`src/scanline_tint_desaturate_defines.svh`:
```
// ----------------------------------------------------------------------------
// Scanline tint desaturate assertion macros
// Shared concurrent assertion forms, clocked on i_clk with reset i_rst_n.
// ----------------------------------------------------------------------------
`ifndef SCANLINE_TINT_DESATURATE_DEFINES_SVH
`define SCANLINE_TINT_DESATURATE_DEFINES_SVH

// Checked only while the block is out of reset.
`define SCNTD_ASSERT(label, prop, msg) \
    label: assert property (@(posedge i_clk) disable iff (!i_rst_n) (prop)) else $error(msg);

// Checked at every edge, reset included.
`define SCNTD_ASSERT_ALWAYS(label, prop, msg) \
    label: assert property (@(posedge i_clk) (prop)) else $error(msg);

`endif

```
`src/scntd_pkg.sv`:
```
// ----------------------------------------------------------------------------
// Scanline tint desaturate package
// Word types, register indexes, reset values, step codes and the sine table.
// ----------------------------------------------------------------------------
package scntd_pkg;

    localparam int DEF_PHASE_BITS   = 16;
    localparam int SINE_TABLE_DEPTH = 256;
    localparam int CFG_INDEX_W      = 2;
    localparam int CFG_DATA_W       = 16;

    localparam logic [CFG_INDEX_W-1:0] CFG_PHASE_STEP = 2'd0;
    localparam logic [CFG_INDEX_W-1:0] CFG_BOOST      = 2'd1;
    localparam logic [CFG_INDEX_W-1:0] CFG_DESAT      = 2'd2;

    localparam logic [15:0] RST_PHASE_STEP = 16'd1638;
    localparam logic [8:0]  RST_BOOST      = 9'd128;
    localparam logic [8:0]  RST_DESAT      = 9'd179;

    localparam logic [8:0] ONE_Q8    = 9'd256;
    localparam logic [8:0] HALF_Q8   = 9'd128;
    localparam logic [9:0] RECIP3    = 10'd683;
    localparam logic [7:0] PIX_MAX   = 8'd255;

    typedef struct packed {
        logic [7:0] blue_in;
        logic [7:0] green_in;
        logic [7:0] red_in;
        logic       row_end;
        logic       frame_end;
    } t_pix_in;

    typedef struct packed {
        logic [7:0] blue_out;
        logic [7:0] green_out;
        logic [7:0] red_out;
        logic       row_end_out;
        logic       frame_end_out;
    } t_pix_out;

    typedef enum logic [3:0] {
        STEP_NONE,
        STEP_WS,
        STEP_MB,
        STEP_QB,
        STEP_MG,
        STEP_QG,
        STEP_MR,
        STEP_QR,
        STEP_K,
        STEP_BB
    } t_step;

    typedef struct packed {
        logic  load;
        t_step step;
        logic  emit;
    } t_dp_cmd;

    localparam logic [7:0] QUARTER_SINE [65] = '{
          8'd0,   8'd3,   8'd6,   8'd9,  8'd13,  8'd16,  8'd19,  8'd22,
         8'd25,  8'd28,  8'd31,  8'd34,  8'd37,  8'd40,  8'd43,  8'd46,
         8'd49,  8'd52,  8'd55,  8'd58,  8'd60,  8'd63,  8'd66,  8'd68,
         8'd71,  8'd74,  8'd76,  8'd79,  8'd81,  8'd84,  8'd86,  8'd88,
         8'd91,  8'd93,  8'd95,  8'd97,  8'd99, 8'd101, 8'd103, 8'd105,
        8'd106, 8'd108, 8'd110, 8'd111, 8'd113, 8'd114, 8'd116, 8'd117,
        8'd118, 8'd119, 8'd121, 8'd122, 8'd122, 8'd123, 8'd124, 8'd125,
        8'd126, 8'd126, 8'd127, 8'd127, 8'd127, 8'd128, 8'd128, 8'd128,
        8'd128
    };

    // Row coefficient 0.5 + sin/2 in Q1.8 for an angle on a 256-step circle.
    function automatic logic [8:0] sine_coef(input logic [7:0] angle);
        logic [6:0] h;
        logic [6:0] idx;
        logic [7:0] mag;
        begin
            h   = angle[6:0];
            idx = (h <= 7'd64) ? h : 7'(8'd128 - {1'b0, h});
            mag = QUARTER_SINE[idx];
            sine_coef = angle[7] ? 9'(HALF_Q8 - {1'b0, mag}) : 9'(HALF_Q8 + {1'b0, mag});
        end
    endfunction

endpackage

```
`src/scntd_ctrl.sv`:
```
// ----------------------------------------------------------------------------
// Scanline tint desaturate controller
// Sequences one pixel through the shared multiplier steps of the datapath.
// ----------------------------------------------------------------------------
`include "scanline_tint_desaturate_defines.svh"

module scntd_ctrl
    import scntd_pkg::*;
(
    input  logic    i_clk,
    input  logic    i_rst_n,
    input  logic    i_in_valid,
    output logic    o_in_ready,
    output logic    o_out_valid,
    input  logic    i_out_ready,
    output t_dp_cmd o_cmd
);

    typedef enum logic [10:0] {
        ST_IDLE = 11'b00000000001,
        ST_WS   = 11'b00000000010,
        ST_MB   = 11'b00000000100,
        ST_QB   = 11'b00000001000,
        ST_MG   = 11'b00000010000,
        ST_QG   = 11'b00000100000,
        ST_MR   = 11'b00001000000,
        ST_QR   = 11'b00010000000,
        ST_K    = 11'b00100000000,
        ST_BB   = 11'b01000000000,
        ST_SPARE = 11'b10000000000
    } t_state;

    t_state r_state, n_state;
    logic   r_out_valid, n_out_valid;
    logic   in_acc;
    logic   out_room;

    assign in_acc     = i_in_valid && (r_state == ST_IDLE);
    assign out_room   = !r_out_valid || i_out_ready;
    assign o_in_ready = (r_state == ST_IDLE);
    assign o_out_valid = r_out_valid;

    always_comb begin
        n_state     = r_state;
        n_out_valid = r_out_valid && !i_out_ready;
        o_cmd.load  = in_acc;
        o_cmd.step  = STEP_NONE;
        o_cmd.emit  = 1'b0;
        unique case (r_state)
            ST_IDLE: begin
                if (in_acc) begin
                    n_state = ST_WS;
                end
            end
            ST_WS: begin
                o_cmd.step = STEP_WS;
                n_state    = ST_MB;
            end
            ST_MB: begin
                o_cmd.step = STEP_MB;
                n_state    = ST_QB;
            end
            ST_QB: begin
                o_cmd.step = STEP_QB;
                n_state    = ST_MG;
            end
            ST_MG: begin
                o_cmd.step = STEP_MG;
                n_state    = ST_QG;
            end
            ST_QG: begin
                o_cmd.step = STEP_QG;
                n_state    = ST_MR;
            end
            ST_MR: begin
                o_cmd.step = STEP_MR;
                n_state    = ST_QR;
            end
            ST_QR: begin
                o_cmd.step = STEP_QR;
                n_state    = ST_K;
            end
            ST_K: begin
                o_cmd.step = STEP_K;
                n_state    = ST_BB;
            end
            ST_BB: begin
                o_cmd.step = STEP_BB;
                if (out_room) begin
                    o_cmd.emit  = 1'b1;
                    n_out_valid = 1'b1;
                    n_state     = ST_IDLE;
                end
            end
            default: begin
                n_state = ST_IDLE;
            end
        endcase
    end

    always_ff @(posedge i_clk) begin
        if (!i_rst_n) begin
            r_state     <= ST_IDLE;
            r_out_valid <= 1'b0;
        end else begin
            r_state     <= n_state;
            r_out_valid <= n_out_valid;
        end
    end

    `SCNTD_ASSERT(a_accept_starts, (i_in_valid && o_in_ready) |=> (r_state == ST_WS),
        "accepted word did not start the sequence")
    `SCNTD_ASSERT(a_finish_emits,
        (r_state == ST_BB && out_room) |=> (r_out_valid && r_state == ST_IDLE),
        "finished word was not delivered")
    `SCNTD_ASSERT_ALWAYS(a_reset_idle, !i_rst_n |=> (r_state == ST_IDLE && !r_out_valid),
        "reset did not clear the controller")

endmodule

```
`src/scntd_datapath.sv`:
```
// ----------------------------------------------------------------------------
// Scanline tint desaturate datapath
// Holds the registers, row phase, one shared multiplier and the output word.
// ----------------------------------------------------------------------------
module scntd_datapath
    import scntd_pkg::*;
#(
    parameter int PHASE_BITS = DEF_PHASE_BITS
)
(
    input  logic                   i_clk,
    input  logic                   i_rst_n,
    input  t_dp_cmd                i_cmd,
    input  t_pix_in                i_in_data,
    input  logic                   i_cfg_valid,
    input  logic [CFG_INDEX_W-1:0] i_cfg_index,
    input  logic [CFG_DATA_W-1:0]  i_cfg_data,
    output t_pix_out               o_out_data
);

    logic [15:0]           r_phase_step;
    logic [8:0]            r_boost;
    logic [8:0]            r_desat;
    logic [PHASE_BITS-1:0] r_row_phase;

    logic [7:0]  r_b, r_g, r_r;
    logic        r_re, r_fe;
    logic [9:0]  r_sum;
    logic [8:0]  r_w;
    logic [8:0]  r_inten;
    logic [9:0]  r_wc;
    logic [8:0]  r_coef;
    logic [17:0] r_ws;
    logic [17:0] r_acc;
    logic [7:0]  r_db, r_dg, r_dr;
    logic [16:0] r_k;
    t_pix_out    r_out;

    logic [8:0]             w_sat;
    logic [8:0]             i_sat;
    logic [8:0]             inv_w;
    logic [PHASE_BITS+15:0] step_wide;
    logic [PHASE_BITS-1:0]  step_pb;
    logic [16:0]            mul_a;
    logic [9:0]             mul_b;
    logic [26:0]            prod;
    logic [8:0]             bb_sum;
    logic [7:0]             bb;

    assign w_sat     = r_desat[8] ? ONE_Q8 : r_desat;
    assign i_sat     = r_boost[8] ? ONE_Q8 : r_boost;
    assign inv_w     = 9'(ONE_Q8 - w_sat);
    assign step_wide = {{PHASE_BITS{1'b0}}, r_phase_step};
    assign step_pb   = step_wide[PHASE_BITS-1:0];

    always_comb begin
        unique case (i_cmd.step)
            STEP_WS: begin
                mul_a = 17'(r_w);
                mul_b = r_sum;
            end
            STEP_MB: begin
                mul_a = 17'(r_b);
                mul_b = r_wc;
            end
            STEP_MG: begin
                mul_a = 17'(r_g);
                mul_b = r_wc;
            end
            STEP_MR: begin
                mul_a = 17'(r_r);
                mul_b = r_wc;
            end
            STEP_QB, STEP_QG, STEP_QR: begin
                mul_a = 17'(r_acc[17:8]);
                mul_b = RECIP3;
            end
            STEP_K: begin
                mul_a = 17'(r_coef);
                mul_b = 10'(r_inten);
            end
            STEP_BB: begin
                mul_a = r_k;
                mul_b = 10'(PIX_MAX - r_db);
            end
            default: begin
                mul_a = '0;
                mul_b = '0;
            end
        endcase
    end

    assign prod   = 27'(mul_a) * 27'(mul_b);
    assign bb_sum = 9'(r_db) + 9'(prod[23:16]);
    assign bb     = bb_sum[8] ? PIX_MAX : bb_sum[7:0];

    always_ff @(posedge i_clk) begin
        if (!i_rst_n) begin
            r_phase_step <= RST_PHASE_STEP;
            r_boost      <= RST_BOOST;
            r_desat      <= RST_DESAT;
            r_row_phase  <= '0;
        end else begin
            if (i_cfg_valid) begin
                unique case (i_cfg_index)
                    CFG_PHASE_STEP: r_phase_step <= i_cfg_data;
                    CFG_BOOST:      r_boost      <= i_cfg_data[8:0];
                    CFG_DESAT:      r_desat      <= i_cfg_data[8:0];
                    default: begin
                    end
                endcase
            end
            if (i_cmd.load) begin
                if (i_in_data.frame_end) begin
                    r_row_phase <= '0;
                end else if (i_in_data.row_end) begin
                    r_row_phase <= r_row_phase + step_pb;
                end
            end
        end
    end

    always_ff @(posedge i_clk) begin
        if (i_cmd.load) begin
            r_b     <= i_in_data.blue_in;
            r_g     <= i_in_data.green_in;
            r_r     <= i_in_data.red_in;
            r_re    <= i_in_data.row_end;
            r_fe    <= i_in_data.frame_end;
            r_sum   <= 10'(i_in_data.blue_in) + 10'(i_in_data.green_in)
                     + 10'(i_in_data.red_in);
            r_w     <= w_sat;
            r_inten <= i_sat;
            r_wc    <= 10'({inv_w, 1'b0}) + 10'(inv_w);
            r_coef  <= sine_coef(r_row_phase[PHASE_BITS-1 -: 8]);
        end
        unique case (i_cmd.step)
            STEP_WS:                   r_ws  <= prod[17:0];
            STEP_MB, STEP_MG, STEP_MR: r_acc <= prod[17:0] + r_ws;
            STEP_QB:                   r_db  <= prod[18:11];
            STEP_QG:                   r_dg  <= prod[18:11];
            STEP_QR:                   r_dr  <= prod[18:11];
            STEP_K:                    r_k   <= prod[16:0];
            default: begin
            end
        endcase
        if (i_cmd.emit) begin
            r_out.blue_out      <= bb;
            r_out.green_out     <= r_dg;
            r_out.red_out       <= r_dr;
            r_out.row_end_out   <= r_re;
            r_out.frame_end_out <= r_fe;
        end
    end

    assign o_out_data = r_out;

endmodule

```
`src/scanline_tint_desaturate.sv`:
```
// ----------------------------------------------------------------------------
// Scanline tint desaturate
// Desaturates BGR pixels toward their mean and adds a row-periodic blue tint.
//
//   Channel   Direction  Handshake                   Word
//   input     in         i_in_valid / o_in_ready     t_pix_in
//   output    out        o_out_valid / i_out_ready   t_pix_out
//   config    in         i_cfg_valid / o_cfg_ready   i_cfg_index, i_cfg_data
//
// All products of a pixel go through one shared multiplier in nine steps,
// one step per cycle while the output is not stalled.
// The controller is idle again once the result is registered, and a new pixel
// is taken only while it is idle, so one pixel is finished before the next.
// The output register holds one finished word, so the next pixel is taken
// while a result waits; a stalled output halts the final step only.
// Reset is synchronous and restores the register defaults and row phase zero.
// Configuration writes are taken in every cycle.
// ----------------------------------------------------------------------------
module scanline_tint_desaturate
    import scntd_pkg::*;
#(
    parameter int PHASE_BITS = DEF_PHASE_BITS
)
(
    input  logic                   i_clk,
    input  logic                   i_rst_n,
    input  logic                   i_in_valid,
    output logic                   o_in_ready,
    input  t_pix_in                i_in_data,
    output logic                   o_out_valid,
    input  logic                   i_out_ready,
    output t_pix_out               o_out_data,
    input  logic                   i_cfg_valid,
    output logic                   o_cfg_ready,
    input  logic [CFG_INDEX_W-1:0] i_cfg_index,
    input  logic [CFG_DATA_W-1:0]  i_cfg_data
);

    t_dp_cmd cmd;

    assign o_cfg_ready = 1'b1;

    scntd_ctrl u_ctrl (
        .i_clk       (i_clk),
        .i_rst_n     (i_rst_n),
        .i_in_valid  (i_in_valid),
        .o_in_ready  (o_in_ready),
        .o_out_valid (o_out_valid),
        .i_out_ready (i_out_ready),
        .o_cmd       (cmd)
    );

    scntd_datapath #(
        .PHASE_BITS (PHASE_BITS)
    ) u_datapath (
        .i_clk       (i_clk),
        .i_rst_n     (i_rst_n),
        .i_cmd       (cmd),
        .i_in_data   (i_in_data),
        .i_cfg_valid (i_cfg_valid),
        .i_cfg_index (i_cfg_index),
        .i_cfg_data  (i_cfg_data),
        .o_out_data  (o_out_data)
    );

endmodule

```
`config.mk`:
```
export PLATFORM = sky130hd
export DESIGN_NAME = scanline_tint_desaturate
export DESIGN_NICKNAME = d
export VERILOG_FILES = /design/src/scntd_pkg.sv /design/src/scntd_ctrl.sv /design/src/scntd_datapath.sv /design/src/scanline_tint_desaturate.sv
export VERILOG_INCLUDE_DIRS = /design/src /design/src/src
export SDC_FILE = /design/constraint.sdc
export NUM_CORES = 1
export LEC_CHECK = 0
export ABC_AREA = 1
export BUFFER_PORTS_ARGS = -buffer_cell sky130_fd_sc_hd__buf_2
export CORE_MARGIN = 1
export CORE_UTILIZATION = 35
export DETAILED_ROUTE_END_ITERATION = 8
export HOLD_SLACK_MARGIN = 0.1
export PLACE_DENSITY_LB_ADDON = 0.05
export SYNTH_ARGS = -nofsm -noshare
export SYNTH_HDL_FRONTEND = slang
export SYNTH_SLANG_ARGS = --single-unit
```
`constraint.sdc`:
```
create_clock -name i_clk -period 7.77 [get_ports i_clk]
set_clock_uncertainty 0.1 [all_clocks]
set_input_delay 0.3885 -clock i_clk [delete_from_list [all_inputs] [get_ports i_clk]]
set_output_delay 0.3885 -clock i_clk [all_outputs]
set_load 0.01 [all_outputs]
```
==> flow_summary.json, run 1 <==
{
  "nets": 2627,
  "hold_viol": 0,
  "end_kind": "flip-flop",
  "worstPathRequired_ns": 7.96,
  "cp-start-kind": "flip-flop",
  "rr_worst_depth": 39,
  "crit_path_max_fanout": 5,
  "slowest_stage": "fa_1",
  "crit_top_cell": "fa_1",
  "via_per_inst": 4.761,
  "syn_area_um2": 17190,
  "holdWs_ns": 0.1163,
  "finalCritPeriodShare": 0.9803,
  "ys_ff_latch": 227,
  "yosysUniqueCellTypes": 61,
  "drt_pre_antenna_iters": 5,
  "cts_tree": "done",
  "routed_wirelength_mm": 51.54,
  "ir_drop_mv": 0.1577,
  "synth_top_area_cell": "edfxtp_1",
  "yosysSeqAreaShare": 0.3611,
  "r2r_slack_ns": 0.15,
  "clock_tree.root_cell": "clkbuf_16",
  "ant_nets": 0,
  "status": "completed",
  "hold_path_depth": 4,
  "pre_cts_ws_ns": -0.5353,
  "path_clk_slew_ns": 0.07,
  "ys.flop_type": "edfxtp_1",
  "die_y_um": 223.6,
  "grt_max_degree": 72,
  "first_iter_violations": 702,
  "wire_per_inst_um": 17.34,
  "fmax_mhz": 131.3,
  "initial_core_util": 0.3577,
  "setup_ws_ns": 0.1532,
  "synthArstFlopShare": 0,
  "numCtsBuffers": 28,
  "clock_sinks": 227,
  "num_rows": 80,
  "grt_pass1_wl_mm": 81.07,
  "finalSetupViolations": 0,
  "synth_edf_count": 166,
  "rr_startpoint": "u_ctrl.r_state[9]$_SDFFE_PN0P_",
  "overflow": 0,
  "clockBufferDepth": 3,
  "worstSetupPathType": "flip-flop to flip-flop",
  "slew_violations": 0,
  "setup_tns_ns": 0,
  "grt_pass1_vias": 14638,
  "synth_area_per_cell_um2": 8.796,
  "dieArea_um2": 50000,
  "coreArea_um2": 48050,
  "synth.yosys.warnings": 0,
  "io_pins": 78,
  "synth_cells": 1954,
  "dp_hpwl_mm": 41.07,
  "cap_violations": 0,
  "remaining_drc_errors": 0,
  "timing.rr.end": "u_datapath.o_out_data[25]$_SDFFCE_PP1P_",
  "synth_top_area_share": 0.2900,
  "area_growth_pct": 29.69,
  "gp_congestion": 0.8565,
  "gr-usage-all-layers": 0.2103,
  "nFillCells": 4725,
  "power.density_nw_per_um2": 140.7,
  "slew-limit-headroom": 0.2671,
  "antenna_cells": 0,
  "crit_arrival_ns": 7.81,
  "finalCriticalPeriod_ns": 7.617,
  "die_w_um": 223.6,
  "hold_class": "input port to flip-flop",
  "clk_latency_ns": 0.56,
  "worstMarginPinSlew_ns": 1.095,
  "power_uw": 3137,
  "min_from": "i_out_ready",
  "grt_setup_unrepaired": "true",
  "antenna_found_initial": 0,
  "synth.area.top_cells": "edfxtp_1, fa_1, nand2_1",
  "vias": 14150,
  "min_delay_worst_endpoint": "u_ctrl.r_state[9]$_SDFFE_PN0P_",
  "drive_gt1_frac": 0.2465,
  "p_leak_uw": 0.01079,
  "h-tree-depth": 1,
  "port_buffers": 76,
  "cp_slowest_stage_delay_ns": 0.60
}
==> layout by cell type (no fill, tap or decap), drive strengths merged, types with 2 or more instances in the layout <==
cell type | Yosys | layout
a211oi | 2 | 2
a21boi | 4 | 4
a21o | 5 | 5
a21oi | 118 | 118
a221oi | 2 | 2
a22o | 13 | 13
a31oi | 6 | 6
and2 | 2 | 2
buf | 19 | 335
clkbuf | 18 | 36
clkinv | 4 | 16
clkinvlp | 0 | 2
conb | 1 | 11
dfxtp | 61 | 61
dlygate4sd3 | 0 | 43
edfxtp | 166 | 166
fa | 121 | 121
ha | 122 | 122
inv | 358 | 360
nand2 | 453 | 453
nand3 | 100 | 100
nand3b | 3 | 3
nand4 | 20 | 20
nor2 | 143 | 143
nor3 | 21 | 21
nor4 | 5 | 5
o2111ai | 9 | 9
o211ai | 9 | 9
o21ai | 79 | 79
o21bai | 5 | 5
o31ai | 5 | 5
or2 | 7 | 7
xnor2 | 19 | 19
xor2 | 46 | 46
==> cell usage after synthesis (all sizes together), types with 13 or more instances <==
cell type / count
nand2: 453
inv: 358
edfxtp: 166
nor2: 143
ha: 122
fa: 121
a21oi: 118
nand3: 100
o21ai: 79
dfxtp: 61
xor2: 46
nor3: 21
nand4: 20
buf: 19
xnor2: 19
clkbuf: 18
a22o: 13
==> worst max-delay path by stage <==
stage                                               from                                 endpoint  slack, ns  cells after the start
final                     u_ctrl.r_state[9]$_SDFFE_PN0P_  u_datapath.o_out_data[25]$_SDFFCE_PP1P_       0.15                     39
after global placement    u_ctrl.r_state[1]$_SDFFE_PN0P_  u_datapath.o_out_data[23]$_SDFFCE_PP1P_      -0.45                     38
after global routing      u_ctrl.r_state[9]$_SDFFE_PN0P_  u_datapath.o_out_data[25]$_SDFFCE_PP1P_      -0.24                     40
after CTS                 u_ctrl.r_state[1]$_SDFFE_PN0P_  u_datapath.o_out_data[25]$_SDFFCE_PP1P_      0.005                     40
after floorplan           u_ctrl.r_state[9]$_SDFFE_PN0P_  u_datapath.o_out_data[23]$_SDFFCE_PP1P_       0.09                     40
after detailed placement  u_ctrl.r_state[4]$_SDFFE_PN0P_  u_datapath.o_out_data[23]$_SDFFCE_PP1P_      -0.54                     39
==> layer usage <==
| metal | share of wire | vias to the layer above | global-route usage |
|---|---|---|---|
| li1 | - | 7067 | - |
| met1 | 0.44 | 6808 | 0.2697 |
| met2 | 0.50 | 215 | 0.3749 |
| met3 | 0.034 | 60 | 0.02768 |
| met4 | 0.021 | 0 | 0.04750 |
| met5 | 0 | - | 0 |
==> registers in the layout (all words and copies together), names as in the netlist <==
register / cells
u_datapath.r_k: 17
u_datapath.r_sum: 10
u_datapath.o_out_data: 26
u_datapath.r_w: 9
u_ctrl.o_out_valid: 1
u_datapath.r_wc: 8
u_datapath.r_acc: 10
u_datapath.r_row_phase: 16
u_ctrl.r_state: 10
u_datapath.r_dg: 8
u_datapath.r_boost: 9
u_datapath.r_ws: 18
u_datapath.r_dr: 8
u_datapath.r_r: 8
u_datapath.r_fe: 1
u_datapath.r_inten: 9
u_datapath.r_desat: 9
u_datapath.r_phase_step: 16
u_datapath.r_b: 8
u_datapath.r_coef: 9
u_datapath.r_g: 8
u_datapath.r_re: 1
u_datapath.r_db: 8
==> critical path: cells and delay by family (launching register included) <==
family / cells / cell delay [ns]
and+or+nand+nor: 13 / 1.29
buffers and inverters: 7 / 0.71
adders and majority gates: 7 / 3.23
xor gates and xnor gates: 1 / 0.22
DFF: 1 / 0.34
AOI/OAI and AO/OA: 11 / 1.44
==> through the flow <==
stage                     cells  cell area, µm²  utilization
after floorplan            1964           17230            -
after global placement     2823           19770       0.4114
after detailed placement   2823           19770       0.4114
after CTS                  2959           21770       0.4532
after global routing       2972           22290       0.4640
final                      2972           22290       0.4640
==> cells by family after synthesis <==
kind of cell    count (synthesis)  share of synthesized area
fa+ha+maj                     243                     0.2297
flops                         227                     0.3611
xor+xnor                       65                    0.03356
buf+inv                       399                    0.09129
compound gates                263                    0.09500
simple gates                  756                     0.1891
other cells                     1                  0.0002182
==> area by class of cell <==
type | count | area (µm²) | share of cell area
Clock inverter | 16 | 98.84 | 0.004434
Timing Repair Buffer | 378 | 2957 | 0.1326
Inverter | 362 | 1376 | 0.06174
Clock buffer | 36 | 752.0 | 0.03373
Multi-Input combinational cell | 1338 | 10120 | 0.4540
Sequential cell | 227 | 6218 | 0.2790
Tap cell | 615 | 769.5 | 0.03452
==> power breakdown <==
part / switching, µW / internal (µW)
registers: 41.5 / 1380
logic: 295 / 209
clock network: 526 / 687
==> timing repair <==
action                                 CTS  global route
hold buffers                            43             0
pin swaps                               56           103
resized for setup                       90           108
setup endpoints to repair                9            16
buffers inserted                        40            13
cloned                                   1             0
endpoints found under the hold margin   63             0
(Power assumes the default switching activity.)
==> inputs of run 2 (changes only) <==
--- a/config.mk
+++ b/config.mk
@@ -13,6 +13,7 @@
 export DETAILED_ROUTE_END_ITERATION = 8
 export HOLD_SLACK_MARGIN = 0.1
 export PLACE_DENSITY_LB_ADDON = 0.05
+export REMOVE_ABC_BUFFERS = 1
 export SYNTH_ARGS = -nofsm -noshare
 export SYNTH_HDL_FRONTEND = slang
 export SYNTH_SLANG_ARGS = --single-unit
==> constraint.sdc (replaced) <==
create_clock -name i_clk -period 7.19 [get_ports i_clk]
set_clock_uncertainty 0.1 [all_clocks]
set_input_delay 2.157 -clock i_clk [delete_from_list [all_inputs] [get_ports i_clk]]
set_output_delay 2.157 -clock i_clk [all_outputs]
set_load 0.01 [all_outputs]
==> flow_summary.json, run 2 (synthesis results as in run 1) <==
{
  "p_int_uw": 2550,
  "worstPathRequired_ns": 7.39,
  "slew_violations": 0,
  "drive_gt1_frac": 0.2938,
  "rr_startpoint": "u_ctrl.r_state[9]$_SDFFE_PN0P_",
  "holdWs_ns": 0.3199,
  "dieArea_um2": 50000,
  "power_uw": 3493,
  "crit_path_start": "u_ctrl.r_state[9]$_SDFFE_PN0P_",
  "path_clk_slew_ns": 0.06,
  "sw_frac_of_total": 0.2700,
  "clk_latency_ns": 0.55,
  "final_cell_mix": "nand2_1, inv_1, buf_4",
  "grt_pass1_wl_mm": 83.01,
  "nets": 2631,
  "nFillCells": 4744,
  "first_iter_violations": 749,
  "fin_util": 0.4745,
  "cap_violations": 0,
  "io_pins": 78,
  "clock_sinks": 227,
  "wire_per_inst_um": 17.85,
  "antenna_found_initial": 0,
  "crit_path_max_fanout": 7,
  "switching_power_uw": 943.1,
  "worstSetupPathType": "flip-flop to flip-flop",
  "hold_viol": 0,
  "slowest_stage": "fa_1",
  "clockBufferDepth": 3,
  "port_buffers": 76,
  "area_growth_pct": 32.64,
  "p_leak_uw": 0.01097,
  "num_rows": 80,
  "cts_tree": "done",
  "finalCritPeriodShare": 1.068,
  "grt_max_degree": 72,
  "initial_core_util": 0.3577,
  "slew-limit-headroom": 0.2612,
  "routed_wirelength_mm": 53.07,
  "finalCriticalPeriod_ns": 7.680,
  "min_from": "u_datapath.r_dg[7]$_DFFE_PP_",
  "setup_ws_ns": -0.4896,
  "remaining_drc_errors": 0,
  "coreArea_um2": 48050,
  "final_common_cell": "nand2_1",
  "ir_drop_mv": 0.1554,
  "dp_hpwl_mm": 41.59,
  "setup_tns_ns": -5.081,
  "h-tree-depth": 1,
  "cp-start-kind": "flip-flop",
  "clock_tree.root_cell": "clkbuf_16",
  "crit_arrival_ns": 7.88,
  "overflow": 0,
  "drt_pre_antenna_iters": 5,
  "antenna_cells": 0,
  "gr-usage-all-layers": 0.2142,
  "power_frac_seq": 0.440,
  "grt_setup_unrepaired": "true",
  "end_kind": "flip-flop",
  "via_per_inst": 4.823,
  "pre_cts_ws_ns": -0.9789,
  "hold_class": "flip-flop to flip-flop",
  "worstMarginPinSlew_ns": 1.104,
  "grt_pass1_vias": 14679,
  "largest_register_ffs": 26,
  "status": "finished, violations left",
  "cp_slowest_stage_delay_ns": 0.55,
  "numCtsBuffers": 27,
  "violations": "setup timing",
  "die_w_um": 223.6,
  "clkPwrFrac": 0.397,
  "finalSetupViolations": 15,
  "ant_nets": 0,
  "p_comb_frac": 0.163,
  "die_y_um": 223.6,
  "power.density_nw_per_um2": 153.2,
  "fmax_mhz": 130.2,
  "gp_congestion": 0.8785,
  "vias": 14345
}
[run 2: cell count changes in the layout (fill, tap and decap cells not counted), sizes merged]
| cell | delta |
|---|---|
| bufinv | +4 |
| buf | +47 |
| dlygate4sd3 | -43 |
| clkinv | +2 |
| o2111ai | +1 |
| inv | -1 |
| clkbuf | -9 |
| clkinvlp | +1 |
[run 2: power by group through the flow]
stage / Clock, µW / Combinational, µW / Sequential, µW
2_1_floorplan: 0 / 333 / 1540
3_3_place_gp: 0 / 515 / 1560
3_5_place_dp: 0 / 520 / 1560
4_1_cts: 1430 / 557 / 1540
5_1_grt: 1470 / 640 / 1540
6_report: 1390 / 569 / 1540
[run 2: final timing paths]
check,to,slack [ns],cells past startpoint
max,u_datapath.r_acc[17]$_DFFE_PN_,-0.49,45
min reg2reg,u_datapath.o_out_data[17]$_DFFE_PP_,0.32,0
min,u_datapath.o_out_data[17]$_DFFE_PP_,0.32,0
max reg2reg,u_datapath.r_acc[17]$_DFFE_PN_,-0.49,45
[run 2: stage by stage]
step           cell area, µm²  instances
6_report                22800       2974
5_1_grt                 22800       2974
3_5_place_dp            20050       2851
4_1_cts                 22360       2959
2_1_floorplan           17020       1927
3_3_place_gp            20050       2851
[run 2: layout make-up]
cell class | instances | area [µm²] | share of cell area
Sequential cell | 227 | 6218 | 0.2728
Tap cell | 615 | 769.5 | 0.03375
Inverter | 362 | 1389 | 0.06092
Timing Repair Buffer | 382 | 2972 | 0.1303
Multi-Input combinational cell | 1339 | 10560 | 0.4633
Clock buffer | 27 | 675.6 | 0.02964
Clock inverter | 22 | 212.7 | 0.009330
[run 2: per-layer routing]
metal,share of wire,routed length (µm),vias to the layer above,track usage
met2,0.49,25820,230,0.3700
met3,0.028,1502,69,0.01508
met1,0.46,24160,6972,0.2864
met5,0,0,-,0
li1,-,-,7074,-
met4,0.030,1595,0,0.06606
[run 2: repair_timing]
item | 4_1_cts | 5_1_grt
setup buffers | 73 | 17
hold buffers | 0 | 0
gates resized for setup | 221 | 76
pin swaps | 169 | 89
setup endpoints to repair | 18 | 18
cloned | 1 | 0
[run 2: worst max-delay path, delay by kind of cell (launching register included)]
family,cells,cell delay [ns]
AOI/OAI and AO/OA,7,0.83
xor gates and xnor gates,1,0.23
adders and majority gates,7,2.88
buffers and inverters,12,1.02
DFF,1,0.35
and+or+nand+nor,18,1.99
==> inputs of run 3 (changes only) <==
--- a/config.mk
+++ b/config.mk
@@ -8,6 +8,7 @@
 export LEC_CHECK = 0
 export ABC_AREA = 1
 export BUFFER_PORTS_ARGS = -buffer_cell sky130_fd_sc_hd__buf_2
+export CORE_ASPECT_RATIO = 0.7
 export CORE_MARGIN = 1
 export CORE_UTILIZATION = 35
 export DETAILED_ROUTE_END_ITERATION = 8
==> flow_summary.json, run 3 (synthesis results as in run 1) <==
{
  "fmax_mhz": 129.7,
  "stdcell_area_um2": 22760,
  "worstSetupPathType": "flip-flop to flip-flop",
  "first_iter_violations": 1062,
  "routed_wirelength_mm": 54.70,
  "ant_nets": 0,
  "num_rows": 67,
  "grt_setup_unrepaired": "true",
  "coreArea_um2": 48120,
  "cts_tree": "done",
  "clk_latency_ns": 0.54,
  "numCtsBuffers": 24,
  "finalCritPeriodShare": 1.072,
  "end_kind": "flip-flop",
  "drt_pre_antenna_iters": 5,
  "gp_congestion": 0.9214,
  "fin_util": 0.4731,
  "hold_viol": 0,
  "worstMarginPinSlew_ns": 1.156,
  "overflow": 0,
  "seq_area_um2": 6228,
  "hold_class": "flip-flop to flip-flop",
  "wl_met1_mm": 29.69,
  "place_inst": 2890,
  "power_uw": 3384,
  "rr_worst_depth": 38,
  "nFillCells": 4723,
  "finalCriticalPeriod_ns": 7.710,
  "die_w_um": 266.9,
  "port_buffers": 76,
  "vias": 14308,
  "dieArea_um2": 50010,
  "path_clk_slew_ns": 0.07,
  "crit_path_start": "u_ctrl.r_state[3]$_SDFFE_PN0P_",
  "top_layer": "met4",
  "critPathCapture": "u_datapath.o_out_data[21]$_SDFFCE_PP1P_",
  "cp_slowest_stage_delay_ns": 0.59,
  "met2_length_mm": 21.19,
  "crit_arrival_ns": 7.90,
  "clockBufferDepth": 3,
  "remaining_drc_errors": 0,
  "wire_per_inst_um": 18.19,
  "initial_core_util": 0.3572,
  "grt_pass1_wl_mm": 84.25,
  "cap_violations": 0,
  "slew-limit-headroom": 0.2262,
  "ir_drop_mv": 0.1354,
  "crit_top_cell": "nand2_1",
  "final_common_cell": "nand2_1",
  "clock_sinks": 227,
  "grt_pass1_vias": 14006,
  "io_pins": 78,
  "timing.rr.end": "u_datapath.o_out_data[21]$_SDFFCE_PP1P_",
  "gr-usage-all-layers": 0.2214,
  "area_growth_pct": 32.44,
  "r2r_slack_ns": -0.52,
  "place_area_um2": 20000,
  "layout.cells.non_filler": 3007,
  "clock_tree.root_cell": "clkbuf_16",
  "via_per_inst": 4.758,
  "status": "finished, violations left",
  "postCtsHoldBufs": 0,
  "final_cell_mix": "nand2_1, inv_1, buf_4",
  "power.density_nw_per_um2": 148.7,
  "grt_max_degree": 72,
  "violations": "setup timing",
  "die_y_um": 187.4,
  "antenna_cells": 0,
  "slew_violations": 0,
  "largest_register_ffs": 26,
  "crit_path_max_fanout": 6,
  "finalSetupViolations": 11,
  "worstPathRequired_ns": 7.38,
  "setup_ws_ns": -0.5197,
  "nets": 2626,
  "wl_met3_mm": 3.274,
  "multiInputGateArea_um2": 10580,
  "p_leak_uw": 0.01086,
  "h-tree-depth": 1,
  "antenna_found_initial": 0,
  "drive_gt1_frac": 0.3044,
  "dp_hpwl_mm": 42.84,
  "rr_startpoint": "u_ctrl.r_state[3]$_SDFFE_PN0P_",
  "slowest_stage": "fa_2",
  "cp-start-kind": "flip-flop"
}
-- run 3: stage by stage --
step | setup slack (ns) | setup TNS [ns] | hold slack [ns]
floorplan | -1.942 | -42.73 | 0.3003
global placement | -1.059 | -11.02 | 0.3051
detailed placement | -1.130 | -12.77 | 0.3045
CTS | -0.4879 | -4.837 | 0.3206
global route | -0.8151 | -9.114 | 0.3289
finish | -0.5197 | -4.591 | 0.3199
-- run 3: per-layer routing --
metal  GRT usage  vias up
li1            -     7069
met2      0.2998      357
met3     0.03660       31
met1      0.3667     6851
met4     0.02653        0
met5           0        -
-- run 3: power by group --
part           switching [µW]  internal (µW)
Clock                     561            721
Sequential               44.1           1490
Combinational             340            231
-- run 3: how the worst min path moves through the flow --
stage | depth (start not counted) | slack [ns] | startpoint | to
floorplan | 0 | 0.30 | u_datapath.r_fe$_DFFE_PP_ | u_datapath.o_out_data[0]$_DFFE_PP_
global placement | 0 | 0.31 | u_datapath.r_dr[5]$_DFFE_PP_ | u_datapath.o_out_data[7]$_DFFE_PP_
detailed placement | 0 | 0.30 | u_datapath.r_dr[5]$_DFFE_PP_ | u_datapath.o_out_data[7]$_DFFE_PP_
CTS | 0 | 0.32 | u_datapath.r_dr[5]$_DFFE_PP_ | u_datapath.o_out_data[7]$_DFFE_PP_
global route | 0 | 0.33 | u_datapath.r_dg[1]$_DFFE_PP_ | u_datapath.o_out_data[11]$_DFFE_PP_
finish | 0 | 0.32 | u_datapath.r_dr[5]$_DFFE_PP_ | u_datapath.o_out_data[7]$_DFFE_PP_
-- run 3: worst max-delay path, delay by kind of cell (launching register included) --
family          cells  cell delay [ns]
compound gates      9             1.78
xor+xnor            1             0.14
fa+ha+maj           7             3.08
buf+inv            10             1.25
flops               1             0.33
simple gates       11             0.78
-- run 3: repair_timing --
action | 4_1_cts | 5_1_grt
gates cloned | 2 | 1
setup buffers | 59 | 20
endpoints found under the setup margin | 18 | 23
pin swaps | 113 | 83
gates resized for setup | 224 | 108
-- run 3: cell type report --
type | instances | share of cell area
clock buffer | 32 | 0.03045
clock inverter | 12 | 0.004727
inverter | 362 | 0.06068
multi-input combinational | 1338 | 0.4648
sequential | 227 | 0.2736
tap | 655 | 0.03600
timing repair buffer | 381 | 0.1297
